--- config.mk ---
export PLATFORM = sky130hd
export DESIGN_NAME = spike_history_decay_features_flat
export DESIGN_NICKNAME = d
export VERILOG_FILES = /design/src/hw/rtl/shdf_pkg.sv /design/src/hw/rtl/shdf_if.sv /design/src/hw/rtl/spike_history_decay_features.sv /design/src/hw/rtl/shdf_decay_mul.sv /design/src/hw/rtl/shdf_ctrl.sv /design/src/hw/rtl/shdf_datapath.sv /design/src/flat_wrapper.sv
export SDC_FILE = /design/constraint.sdc
export NUM_CORES = 2
export LEC_CHECK = 0
export BUFFER_PORTS_ARGS = -buffer_cell sky130_fd_sc_hd__buf_2
export CAP_MARGIN = 10
export CORE_MARGIN = 2
export CORE_UTILIZATION = 57
export DETAILED_ROUTE_END_ITERATION = 10
export GPL_TIMING_DRIVEN = 1
export PLACE_DENSITY = 0.8
export SKIP_CTS_REPAIR_TIMING = 1
export SLEW_MARGIN = 10
export SYNTH_ARGS = -nofsm -noshare
export SYNTH_HDL_FRONTEND = slang
export SYNTH_SLANG_ARGS = --single-unit
--- constraint.sdc ---
create_clock -name clk -period 16.7 [get_ports clk]
set_input_delay 0.835 -clock clk [delete_from_list [all_inputs] [get_ports clk]]
set_output_delay 0.835 -clock clk [all_outputs]
set_load 0.01 [all_outputs]
--- src/hw/rtl/shdf_pkg.sv ---
// ----------------------------------------------------------------------------
// shdf_pkg
// Sizes, types and constants for the spike history decay feature block.
// ----------------------------------------------------------------------------
package shdf_pkg;

  localparam int CHANNELS   = 8;
  localparam int HISTORY    = 4;
  localparam int ENTRIES    = CHANNELS * HISTORY;

  localparam int CH_W       = (CHANNELS > 1) ? $clog2(CHANNELS) : 1;
  localparam int SLOT_W     = (HISTORY > 1) ? $clog2(HISTORY) : 1;
  localparam int ENT_W      = (ENTRIES > 1) ? $clog2(ENTRIES) : 1;
  localparam int TALLY_W    = $clog2(HISTORY + 1);

  localparam int MASK_W     = 8;
  localparam int CH_OUT_W   = 3;
  localparam int SLOT_OUT_W = 2;
  localparam int WEIGHT_W   = 17;
  localparam int DECAY_W    = 16;
  localparam int FRAC_W     = 16;
  localparam int COLUMN_W   = 32;
  localparam int PROD_W     = WEIGHT_W + DECAY_W + 1;

  localparam logic [DECAY_W-1:0]  DECAY_RESET = 16'd59299;
  localparam logic [WEIGHT_W-1:0] WEIGHT_ONE  = 17'h10000;
  localparam logic [PROD_W-1:0]   ROUND_HALF  = PROD_W'(32768);

  typedef logic [WEIGHT_W-1:0] weight_t;
  typedef logic [DECAY_W-1:0]  decay_t;

  typedef enum logic {
    ST_IDLE,
    ST_RUN
  } shdf_state_t;

  typedef struct packed {
    logic                step;
    logic                load_out;
    logic                last;
    logic                spiked;
    logic                newest;
    logic [ENT_W-1:0]    ent;
    logic [CH_W-1:0]     chan;
    logic [SLOT_W-1:0]   slot;
    logic [COLUMN_W-1:0] column;
  } shdf_step_t;

endpackage

--- src/hw/rtl/shdf_if.sv ---
// ----------------------------------------------------------------------------
// shdf_if
// Valid/ready channels for spike bins and feature results.
// ----------------------------------------------------------------------------
interface shdf_in_if import shdf_pkg::*; ();
  logic              valid;
  logic              ready;
  logic [MASK_W-1:0] spike_mask;

  modport source (output valid, output spike_mask, input ready);
  modport sink   (input valid, input spike_mask, output ready);
endinterface

interface shdf_out_if import shdf_pkg::*; ();
  logic                  valid;
  logic                  ready;
  logic [CH_OUT_W-1:0]   channel_index;
  logic [SLOT_OUT_W-1:0] history_slot;
  logic [WEIGHT_W-1:0]   feature_weight;
  logic [COLUMN_W-1:0]   column_index;
  logic                  last;

  modport source (output valid, output channel_index, output history_slot,
                  output feature_weight, output column_index, output last,
                  input ready);
  modport sink   (input valid, input channel_index, input history_slot,
                  input feature_weight, input column_index, input last,
                  output ready);
endinterface

--- src/hw/rtl/spike_history_decay_features.sv ---
// After a bin is accepted, each result item is registered in the output item register
// as its weight is stepped; a new bin is taken only in ST_IDLE, after the last one.
// One weight per cycle passes through the single shared decay multiplier while the
// output register is free. Bins before warm-up are stepped alike and produce no items.
// Reset (rst_n low, synchronous): weights, tallies, warm-up and column cleared,
// decay factor back to 59299.
// ----------------------------------------------------------------------------
// spike_history_decay_features
// Per-channel spike history weights with recursive exponential decay.
// ----------------------------------------------------------------------------
module spike_history_decay_features import shdf_pkg::*; (
  input  logic        clk,
  input  logic        rst_n,
  shdf_in_if.sink     in_ch,
  shdf_out_if.source  out_ch,
  input  logic        cfg_we,
  input  decay_t      cfg_wdata
);

  shdf_step_t step;
  logic       out_free;

  shdf_ctrl u_ctrl (
    .clk      (clk),
    .rst_n    (rst_n),
    .in_ch    (in_ch),
    .out_free (out_free),
    .step_o   (step)
  );

  shdf_datapath u_datapath (
    .clk       (clk),
    .rst_n     (rst_n),
    .cfg_we    (cfg_we),
    .cfg_wdata (cfg_wdata),
    .step_i    (step),
    .out_free  (out_free),
    .out_ch    (out_ch)
  );

endmodule

--- src/hw/rtl/shdf_decay_mul.sv ---
// ----------------------------------------------------------------------------
// shdf_decay_mul
// Shared decay multiplier: w * r rounded back to Q1.16.
// ----------------------------------------------------------------------------
module shdf_decay_mul import shdf_pkg::*; (
  input  weight_t w_i,
  input  decay_t  factor_i,
  output weight_t w_o
);

  logic [PROD_W-1:0] prod;

  assign prod = PROD_W'(w_i) * PROD_W'(factor_i) + ROUND_HALF;
  assign w_o  = prod[FRAC_W +: WEIGHT_W];

endmodule

--- src/hw/rtl/shdf_ctrl.sv ---
// ----------------------------------------------------------------------------
// shdf_ctrl
// Sequencer: takes a bin, walks every weight once, tracks warm-up and columns.
// ----------------------------------------------------------------------------
module shdf_ctrl import shdf_pkg::*; (
  input  logic          clk,
  input  logic          rst_n,
  shdf_in_if.sink       in_ch,
  input  logic          out_free,
  output shdf_step_t    step_o
);

  shdf_state_t          state_r, state_nxt;
  logic [CHANNELS-1:0]  spk_r;
  logic [CHANNELS-1:0]  in_spk;
  logic                 emit_r;
  logic                 warm_r;
  logic [ENT_W-1:0]     ent_r;
  logic [CH_W-1:0]      ch_r;
  logic [SLOT_W-1:0]    slot_r;
  logic [COLUMN_W-1:0]  column_r;
  logic [TALLY_W-1:0]   tally_r [CHANNELS];

  logic accept;
  logic all_full;
  logic step;
  logic newest;
  logic final_w;

  assign in_spk  = CHANNELS'(in_ch.spike_mask);
  assign accept  = in_ch.valid && in_ch.ready;
  assign newest  = (slot_r == SLOT_W'(HISTORY - 1));
  assign final_w = newest && (ch_r == CH_W'(CHANNELS - 1));

  always_comb begin
    all_full = 1'b1;
    for (int c = 0; c < CHANNELS; c++) begin
      if (tally_r[c] != TALLY_W'(HISTORY)) all_full = 1'b0;
    end
  end

  always_comb begin
    state_nxt   = state_r;
    in_ch.ready = 1'b0;
    step        = 1'b0;
    unique case (state_r)
      ST_IDLE: begin
        in_ch.ready = 1'b1;
        if (in_ch.valid) state_nxt = ST_RUN;
      end
      ST_RUN: begin
        step = out_free;
        if (out_free && final_w) state_nxt = ST_IDLE;
      end
      default: state_nxt = ST_IDLE;
    endcase
  end

  always_ff @(posedge clk) begin
    if (!rst_n) state_r <= ST_IDLE;
    else        state_r <= state_nxt;
  end

  always_ff @(posedge clk) begin
    if (!rst_n) begin
      warm_r   <= 1'b0;
      emit_r   <= 1'b0;
      column_r <= '0;
      ent_r    <= '0;
      ch_r     <= '0;
      slot_r   <= '0;
      for (int c = 0; c < CHANNELS; c++) tally_r[c] <= '0;
    end else if (accept) begin
      warm_r <= warm_r | all_full;
      emit_r <= warm_r | all_full;
      ent_r  <= '0;
      ch_r   <= '0;
      slot_r <= '0;
      for (int c = 0; c < CHANNELS; c++) begin
        if (in_spk[c] && (tally_r[c] != TALLY_W'(HISTORY)))
          tally_r[c] <= tally_r[c] + TALLY_W'(1);
      end
    end else if (step) begin
      if (!final_w) ent_r <= ent_r + ENT_W'(1);
      if (newest) begin
        slot_r <= '0;
        if (!final_w) ch_r <= ch_r + CH_W'(1);
      end else begin
        slot_r <= slot_r + SLOT_W'(1);
      end
      if (final_w && emit_r) column_r <= column_r + COLUMN_W'(1);
    end
  end

  always_ff @(posedge clk) begin
    if (accept) spk_r <= in_spk;
  end

  always_comb begin
    step_o.step     = step;
    step_o.load_out = step && emit_r;
    step_o.last     = final_w;
    step_o.spiked   = spk_r[ch_r];
    step_o.newest   = newest;
    step_o.ent      = ent_r;
    step_o.chan     = ch_r;
    step_o.slot     = slot_r;
    step_o.column   = column_r;
  end

endmodule

--- src/hw/rtl/shdf_datapath.sv ---
// ----------------------------------------------------------------------------
// shdf_datapath
// Weight store, decay register, shared multiplier and output item register.
// ----------------------------------------------------------------------------
module shdf_datapath import shdf_pkg::*; (
  input  logic          clk,
  input  logic          rst_n,
  input  logic          cfg_we,
  input  decay_t        cfg_wdata,
  input  shdf_step_t    step_i,
  output logic          out_free,
  shdf_out_if.source    out_ch
);

  decay_t               decay_r;
  weight_t              weight_r [ENTRIES];
  logic [ENT_W-1:0]     rd_idx;
  weight_t              rd_w;
  weight_t              dec_w;
  weight_t              new_w;

  logic                  out_valid_r;
  logic [CH_OUT_W-1:0]   ch_out_r;
  logic [SLOT_OUT_W-1:0] slot_out_r;
  weight_t               weight_out_r;
  logic [COLUMN_W-1:0]   column_out_r;
  logic                  last_out_r;

  // spiked channel: slot k takes the decayed weight of slot k+1
  assign rd_idx = step_i.ent + ENT_W'(step_i.spiked && !step_i.newest);
  assign rd_w   = weight_r[rd_idx];

  shdf_decay_mul u_mul (
    .w_i      (rd_w),
    .factor_i (decay_r),
    .w_o      (dec_w)
  );

  assign new_w    = (step_i.spiked && step_i.newest) ? WEIGHT_ONE : dec_w;
  assign out_free = !out_valid_r || out_ch.ready;

  always_ff @(posedge clk) begin
    if (!rst_n)      decay_r <= DECAY_RESET;
    else if (cfg_we) decay_r <= cfg_wdata;
  end

  always_ff @(posedge clk) begin
    if (!rst_n) begin
      for (int e = 0; e < ENTRIES; e++) weight_r[e] <= '0;
    end else if (step_i.step) begin
      weight_r[step_i.ent] <= new_w;
    end
  end

  always_ff @(posedge clk) begin
    if (!rst_n)               out_valid_r <= 1'b0;
    else if (step_i.load_out) out_valid_r <= 1'b1;
    else if (out_ch.ready)    out_valid_r <= 1'b0;
  end

  always_ff @(posedge clk) begin
    if (step_i.load_out) begin
      ch_out_r     <= CH_OUT_W'(step_i.chan);
      slot_out_r   <= SLOT_OUT_W'(step_i.slot);
      weight_out_r <= new_w;
      column_out_r <= step_i.column;
      last_out_r   <= step_i.last;
    end
  end

  assign out_ch.valid          = out_valid_r;
  assign out_ch.channel_index  = ch_out_r;
  assign out_ch.history_slot   = slot_out_r;
  assign out_ch.feature_weight = weight_out_r;
  assign out_ch.column_index   = column_out_r;
  assign out_ch.last           = last_out_r;

endmodule

--- src/flat_wrapper.sv ---
// flat-port wrapper written by rule: the top's interface ports become plain ports
module spike_history_decay_features_flat import shdf_pkg::*;
  (clk, rst_n, cfg_we, cfg_wdata, in_ch_valid, in_ch_spike_mask, in_ch_ready, out_ch_valid, out_ch_channel_index, out_ch_history_slot, out_ch_feature_weight, out_ch_column_index, out_ch_last, out_ch_ready);
  shdf_in_if in_ch_i ();
  shdf_out_if out_ch_i ();
  input  logic clk;
  input  logic rst_n;
  input  logic cfg_we;
  input  decay_t cfg_wdata;
  input wire logic [$bits(in_ch_i.valid)-1:0] in_ch_valid;
  input wire logic [$bits(in_ch_i.spike_mask)-1:0] in_ch_spike_mask;
  output wire logic [$bits(in_ch_i.ready)-1:0] in_ch_ready;
  output wire logic [$bits(out_ch_i.valid)-1:0] out_ch_valid;
  output wire logic [$bits(out_ch_i.channel_index)-1:0] out_ch_channel_index;
  output wire logic [$bits(out_ch_i.history_slot)-1:0] out_ch_history_slot;
  output wire logic [$bits(out_ch_i.feature_weight)-1:0] out_ch_feature_weight;
  output wire logic [$bits(out_ch_i.column_index)-1:0] out_ch_column_index;
  output wire logic [$bits(out_ch_i.last)-1:0] out_ch_last;
  input wire logic [$bits(out_ch_i.ready)-1:0] out_ch_ready;
  assign in_ch_i.valid = in_ch_valid;
  assign in_ch_i.spike_mask = in_ch_spike_mask;
  assign in_ch_ready = in_ch_i.ready;
  assign out_ch_valid = out_ch_i.valid;
  assign out_ch_channel_index = out_ch_i.channel_index;
  assign out_ch_history_slot = out_ch_i.history_slot;
  assign out_ch_feature_weight = out_ch_i.feature_weight;
  assign out_ch_column_index = out_ch_i.column_index;
  assign out_ch_last = out_ch_i.last;
  assign out_ch_i.ready = out_ch_ready;
  spike_history_decay_features u_core (.clk(clk), .rst_n(rst_n), .in_ch(in_ch_i), .out_ch(out_ch_i), .cfg_we(cfg_we), .cfg_wdata(cfg_wdata));
endmodule
Word-level counts from Yosys, hierarchy flattened:

Memories as Yosys holds them, arrays and structs flattened.
Cells that the tools add are included.
W data, S select, Z words.

* output and inout bits: 57
* memories: 2
* logic and storage cells: 145
* bits in writable memories: 568
* bits of input ports: 29
* register bits after elaboration: 124

* order comparisons: 1
* mux-type cells: 66
* bitwise operators: 13
* equality and inequality tests: 10
* reductions and logical operators: 24
* multipliers: 1
* add/sub/neg operators: 14

Memory list
* u_core.u_datapath.weight_r: depth 32, bits a word 17, read ports 1, clocked after Yosys merged registers in 0, wr ports 32, RTL line shdf_datapath.sv:16 `weight_t weight_r [ENTRIES];`
* u_core.u_ctrl.tally_r: depth 8, bits a word 3, read ports 8, clocked after Yosys merged registers in 0, wr ports 8, RTL line shdf_ctrl.sv:22 `logic [TALLY_W-1:0] tally_r [CHANNELS];`

Operators with widths (number)
* $mux W1: 52
* $mux W17: 2
* $add A33 B16 Y33 const B: 1
* $mul A17 B16 Y33: 1
* $add A32 B1 Y32 const B: 1
* $add A3 B1 Y3 const B: 9
* $mux W3: 8
* $ne A3 B3 Y1 const B: 8
* $reduce_or A17 Y1: 1
* $logic_and A1 B1 Y1: 15
* $or A1 B1 Y1: 9
* $reduce_and A3 Y1: 2
* $add A5 B1 Y5: 1
* $add A5 B1 Y5 const B: 1
* $mux W5: 1
* $lt A3 B4 Y1 const B: 1
* $not A1 Y1: 4
* $bmux W1 S3: 1
* $eq A3 B3 Y1 const B: 1
* $add A2 B1 Y2 const B: 1
* $eq A2 B2 Y1 const B: 1
* $logic_not A1 Y1: 2
* $mux W2: 1
* $pmux W1 S2: 1
* 4 further kinds: 4

Logic depth before layout (Yosys ltp):

* depth after elaboration: 10
* gate-level depth with buffers: 40
* gate-level depth less buffers: 33

By module:

From an unflattened synthesis, not the netlist that was laid out.

* cells, all modules: 3145
* area total of the unflattened synthesis: 39067.5 µm²

Modules (own cells, without submodules)
* shdf_datapath: area each 26371.5 µm², times used 1, cells an instance 1748, seq. area each 18327.6 µm²
* shdf_decay_mul: area each 8898.5 µm², times used 1, cells an instance 1013, seq. area each 0.0 µm²
* shdf_ctrl: area each 3797.4 µm², times used 1, cells an instance 384, seq. area each 1841.8 µm²

Worst setup path after synthesis:

OpenSTA, ideal clock, no wires.

* path type: register to register
* from: register u_core.u_ctrl.ch_r[0]
* to: memory u_core.u_datapath.weight_r[0][15] (netlist bit) (data pin)
* library setup time: 0.270 ns
* data required time: 16.430 ns
* setup slack: 6.998 ns
* buffers on the path: 9
* cell stages (with the launch flop): 38
* period minus slack after synthesis: 9.702 ns
* data arrival time: 9.432 ns
* cell sequence: dfxtp_1 > mux4_2 > mux2i_1 > nor2_1 > ha_1 > ha_1 > buf_4 > buf_6 > buf_6 > buf_6 > clkbuf_1 > clkbuf_1 > mux4_2 > mux4_2 > mux2i_1 > clkbuf_1 > nand2b_1 > fa_1 > (+2 left out) > inv_1 > fa_1 > fa_1 > inv_1 > fa_1 > inv_1 > ha_1 > a21oi_1 > o21ai_0 > a21o_1 > a211o_1 > a21oi_1 > o21bai_1 > o2111ai_1 > and3b_1 > buf_2 > buf_2 > nor3_1

RTL lines
* start: declaration: RTL line shdf_ctrl.sv:19 `logic [CH_W-1:0] ch_r;`
* start signal: assignment: RTL line shdf_ctrl.sv:87 `if (!final_w) ch_r <= ch_r + CH_W'(1);`
* end: declaration: RTL line shdf_datapath.sv:16

==> results by group <==
Worst setup path
  • Startpoint types: flop
  • CP max stage cell: xor2_4
  • Cell mode on critical path: fa_1
  • CP peak stage delay: 1.04 ns
  • Critical path class: reg -> reg
  • Worst-path maximum fanout: 41
  • Critical Path RT: 17.01 ns
  • CP Capture Type: flop
  • CP arrival: 11.92 ns

Floorplanning
  • Initial Util: 0.576
  • Die width: 267 microns
  • Row count: 96
  • Ports: 86
  • Die area: 71500 sq um
  • Core ar.: 68600 sq um
  • Height of the die: 267 microns

STA
  • Period Utilization, post-route: 0.695
  • Fmax: 86.1 MHz
  • Final setup viols: 0
  • Crit path setup slack, layout: 5.09 ns
  • Max-slew violation count: 0
  • Fin crit period: 11.61 ns
  • Slew margin rel.: 0.0987
  • Setup TNS: 0 ns
  • Final hold viol count: 0
  • Clock skew: 0.0425 ns
  • Worst-margin pin slew: 1.35 ns
  • RSZ-0062 raised after global routing: false

Global routing
  • Vias in the first global route: 26600
  • Largest net degree at the start of global routing: 116
  • Initial antenna violation count: 4
  • GRT Total Usage: 0.296
  • Grt ovf: 0
  • First-pass GRT wire length: 157 mm

Synthesis
  • Ranking of synthesized cells by area: edfxtp_1, fa_1, mux4_2, nor2_1, ha_1
  • Synth Register Bits: 692
  • Top cells by count, synth: edfxtp_1, nor2_1, inv_1
  • Syn_area_per_cell: 12.3 sq um
  • Number of distinct library cells after synthesis: 67
  • Cells after synthesis: 3207
  • Post-synth EDFFs: 631
  • Most numerous cell in the Yosys netlist: edfxtp_1
  • Synth warnings: 0
  • Syn nets: 3584
  • Register area share after synthesis: 0.510
  • Synth Flop Type: edfxtp_1
  • Yosys top cell area share: 0.479
  • Yosys top cell by area: edfxtp_1
  • Synthesized cell area: 39500 sq um
  • Async SR Flop Fraction: 0

Detailed routing
  • Drt initial violations: 3233
  • # DRC: 0
  • TritonRoute pass-1 iters: 8
  • Post-route ant nets: 0
  • Via count: 26200
  • Vias per cell: 6.28
  • WL per Instance: 24.6 microns
  • Total routed wirelength: 103 mm

Layout
  • Ratio of cells with drive above 1 in the final layout: 0.131
  • Multi-input gate area: 17600 sq um
  • Fill cells: 4997
  • N_diodes: 0
  • Storage cell area: 20200 sq um
  • Finished Layout Cells: 4169
  • P&R area growth vs syn: 8.56%
  • # nets final: 3565

Place
  • Port bufs: 85
  • Post-DP HPWL: 65.2 mm
  • Inst Count DP: 4045
  • Placer Congestion: 0.908
  • Post-Place Worst Slack: 5.26 ns

Clocking
  • Clk slew on worst S/H paths: 0.06 ns
  • H-tree Lvls: 3
  • Clock Path Buffers: 3
  • CTS Sinks: 692
  • Insertion delay to the later sink of the worst-skew pair: 0.65 ns
  • CTS tree: built
  • CTS Root Cell: clkbuf_16
  • Number of buffers created by CTS: 71

Run status
  • Status: complete, no violations

Hold path
  • Worst hold path class: in -> reg

Job
  • Max-cap violations: 0
layer usage:
layer	share of wire	wire length, microns	GRT usage
met5	0.00058	60	0
met4	0.053	5430	0.148
met3	0.12	12500	0.0738
met2	0.47	48500	0.472
met1	0.35	36100	0.379
cell families after synthesis:
group / after synthesis / share of synthesized area
multiplexers: 225 / 0.107
buffers and inverters: 504 / 0.0509
XOR/XNOR: 45 / 0.0106
AO/OA/AOI/OAI: 190 / 0.0299
adder cells (fa/ha/maj): 348 / 0.149
flip-flops: 692 / 0.510
AND/OR/NAND/NOR: 1203 / 0.142
critical path: cells and delay by family (launching register included):
kind | cells | cell delay (ns)
xor gates and xnor gates | 1 | 1.04
AOI/OAI and AO/OA | 6 | 1.29
and+or+nand+nor | 5 | 1.31
buffers and inverters | 5 | 0.98
adders and majority gates | 8 | 4.08
DFF | 1 | 0.47
muxes | 4 | 2.04
metrics by stage:
step | utilization | hold slack, ns | instance area [sq um]
detailed placement | 0.594 | 0.421 | 40700
global route | 0.626 | 0.399 | 42900
CTS | 0.625 | 0.390 | 42900
floorplan | - | 0.408 | 39500
finish | 0.626 | 0.399 | 42900
global placement | 0.594 | 0.413 | 40700
registers in the layout, summed over array words and instances (netlist names), 2 cells and up:
name / count
u_core.u_datapath.weight_r: 544
u_core.u_ctrl.column_r: 32
u_core.u_datapath.out_ch.column_index: 32
u_core.u_ctrl.tally_r: 24
u_core.u_datapath.out_ch.feature_weight: 17
u_core.u_datapath.decay_r: 16
u_core.u_ctrl.spk_r: 8
u_core.u_ctrl.ent_r: 5
u_core.u_ctrl.ch_r: 3
u_core.u_datapath.out_ch.channel_index: 3
u_core.u_ctrl.slot_r: 2
u_core.u_datapath.out_ch.history_slot: 2
path summary, 6_finish.rpt:
path                                     startpoint                                                 end  slack [ns]  depth (start not counted)
min reg2reg  u_core.u_ctrl.column_r[4]$_SDFFE_PN0P_  u_core.u_datapath.out_ch.column_index[4]$_DFFE_PP_        0.44                          0
min                                    cfg_wdata[9]           u_core.u_datapath.decay_r[9]$_SDFFE_PN1P_        0.40                          3
max              u_core.u_ctrl.ch_r[0]$_SDFFE_PP0P_     u_core.u_datapath.weight_r[10][3]$_SDFFCE_PN0P_        5.09                         29
max reg2reg      u_core.u_ctrl.ch_r[0]$_SDFFE_PP0P_     u_core.u_datapath.weight_r[10][3]$_SDFFCE_PN0P_        5.09                         29
layout by cell type, fill, tap and decap left out, types with 66 or more instances in the layout:
cell	n
a21oi_1	83
and2_1	66
buf_2	85
clkbuf_16	72
edfxtp_1	631
fa_1	207
ha_1	139
inv_1	289
mux4_2	156
nand2_1	231
nor2_1	494
nor2b_1	94
nor3_1	104
area by class of cell:
type,instances,share of cell area
Sequential cell,692,0.470
Multi-Input combinational cell,2011,0.410
Clock buffer,93,0.0445
Tap cell,931,0.0271
Inverter,291,0.0255
Timing Repair Buffer,121,0.0170
Clock inverter,30,0.00586
Power is left out: the tool's default activity adds up to more than one toggle a clock period on the data nets, which glitch-free logic cannot reach.
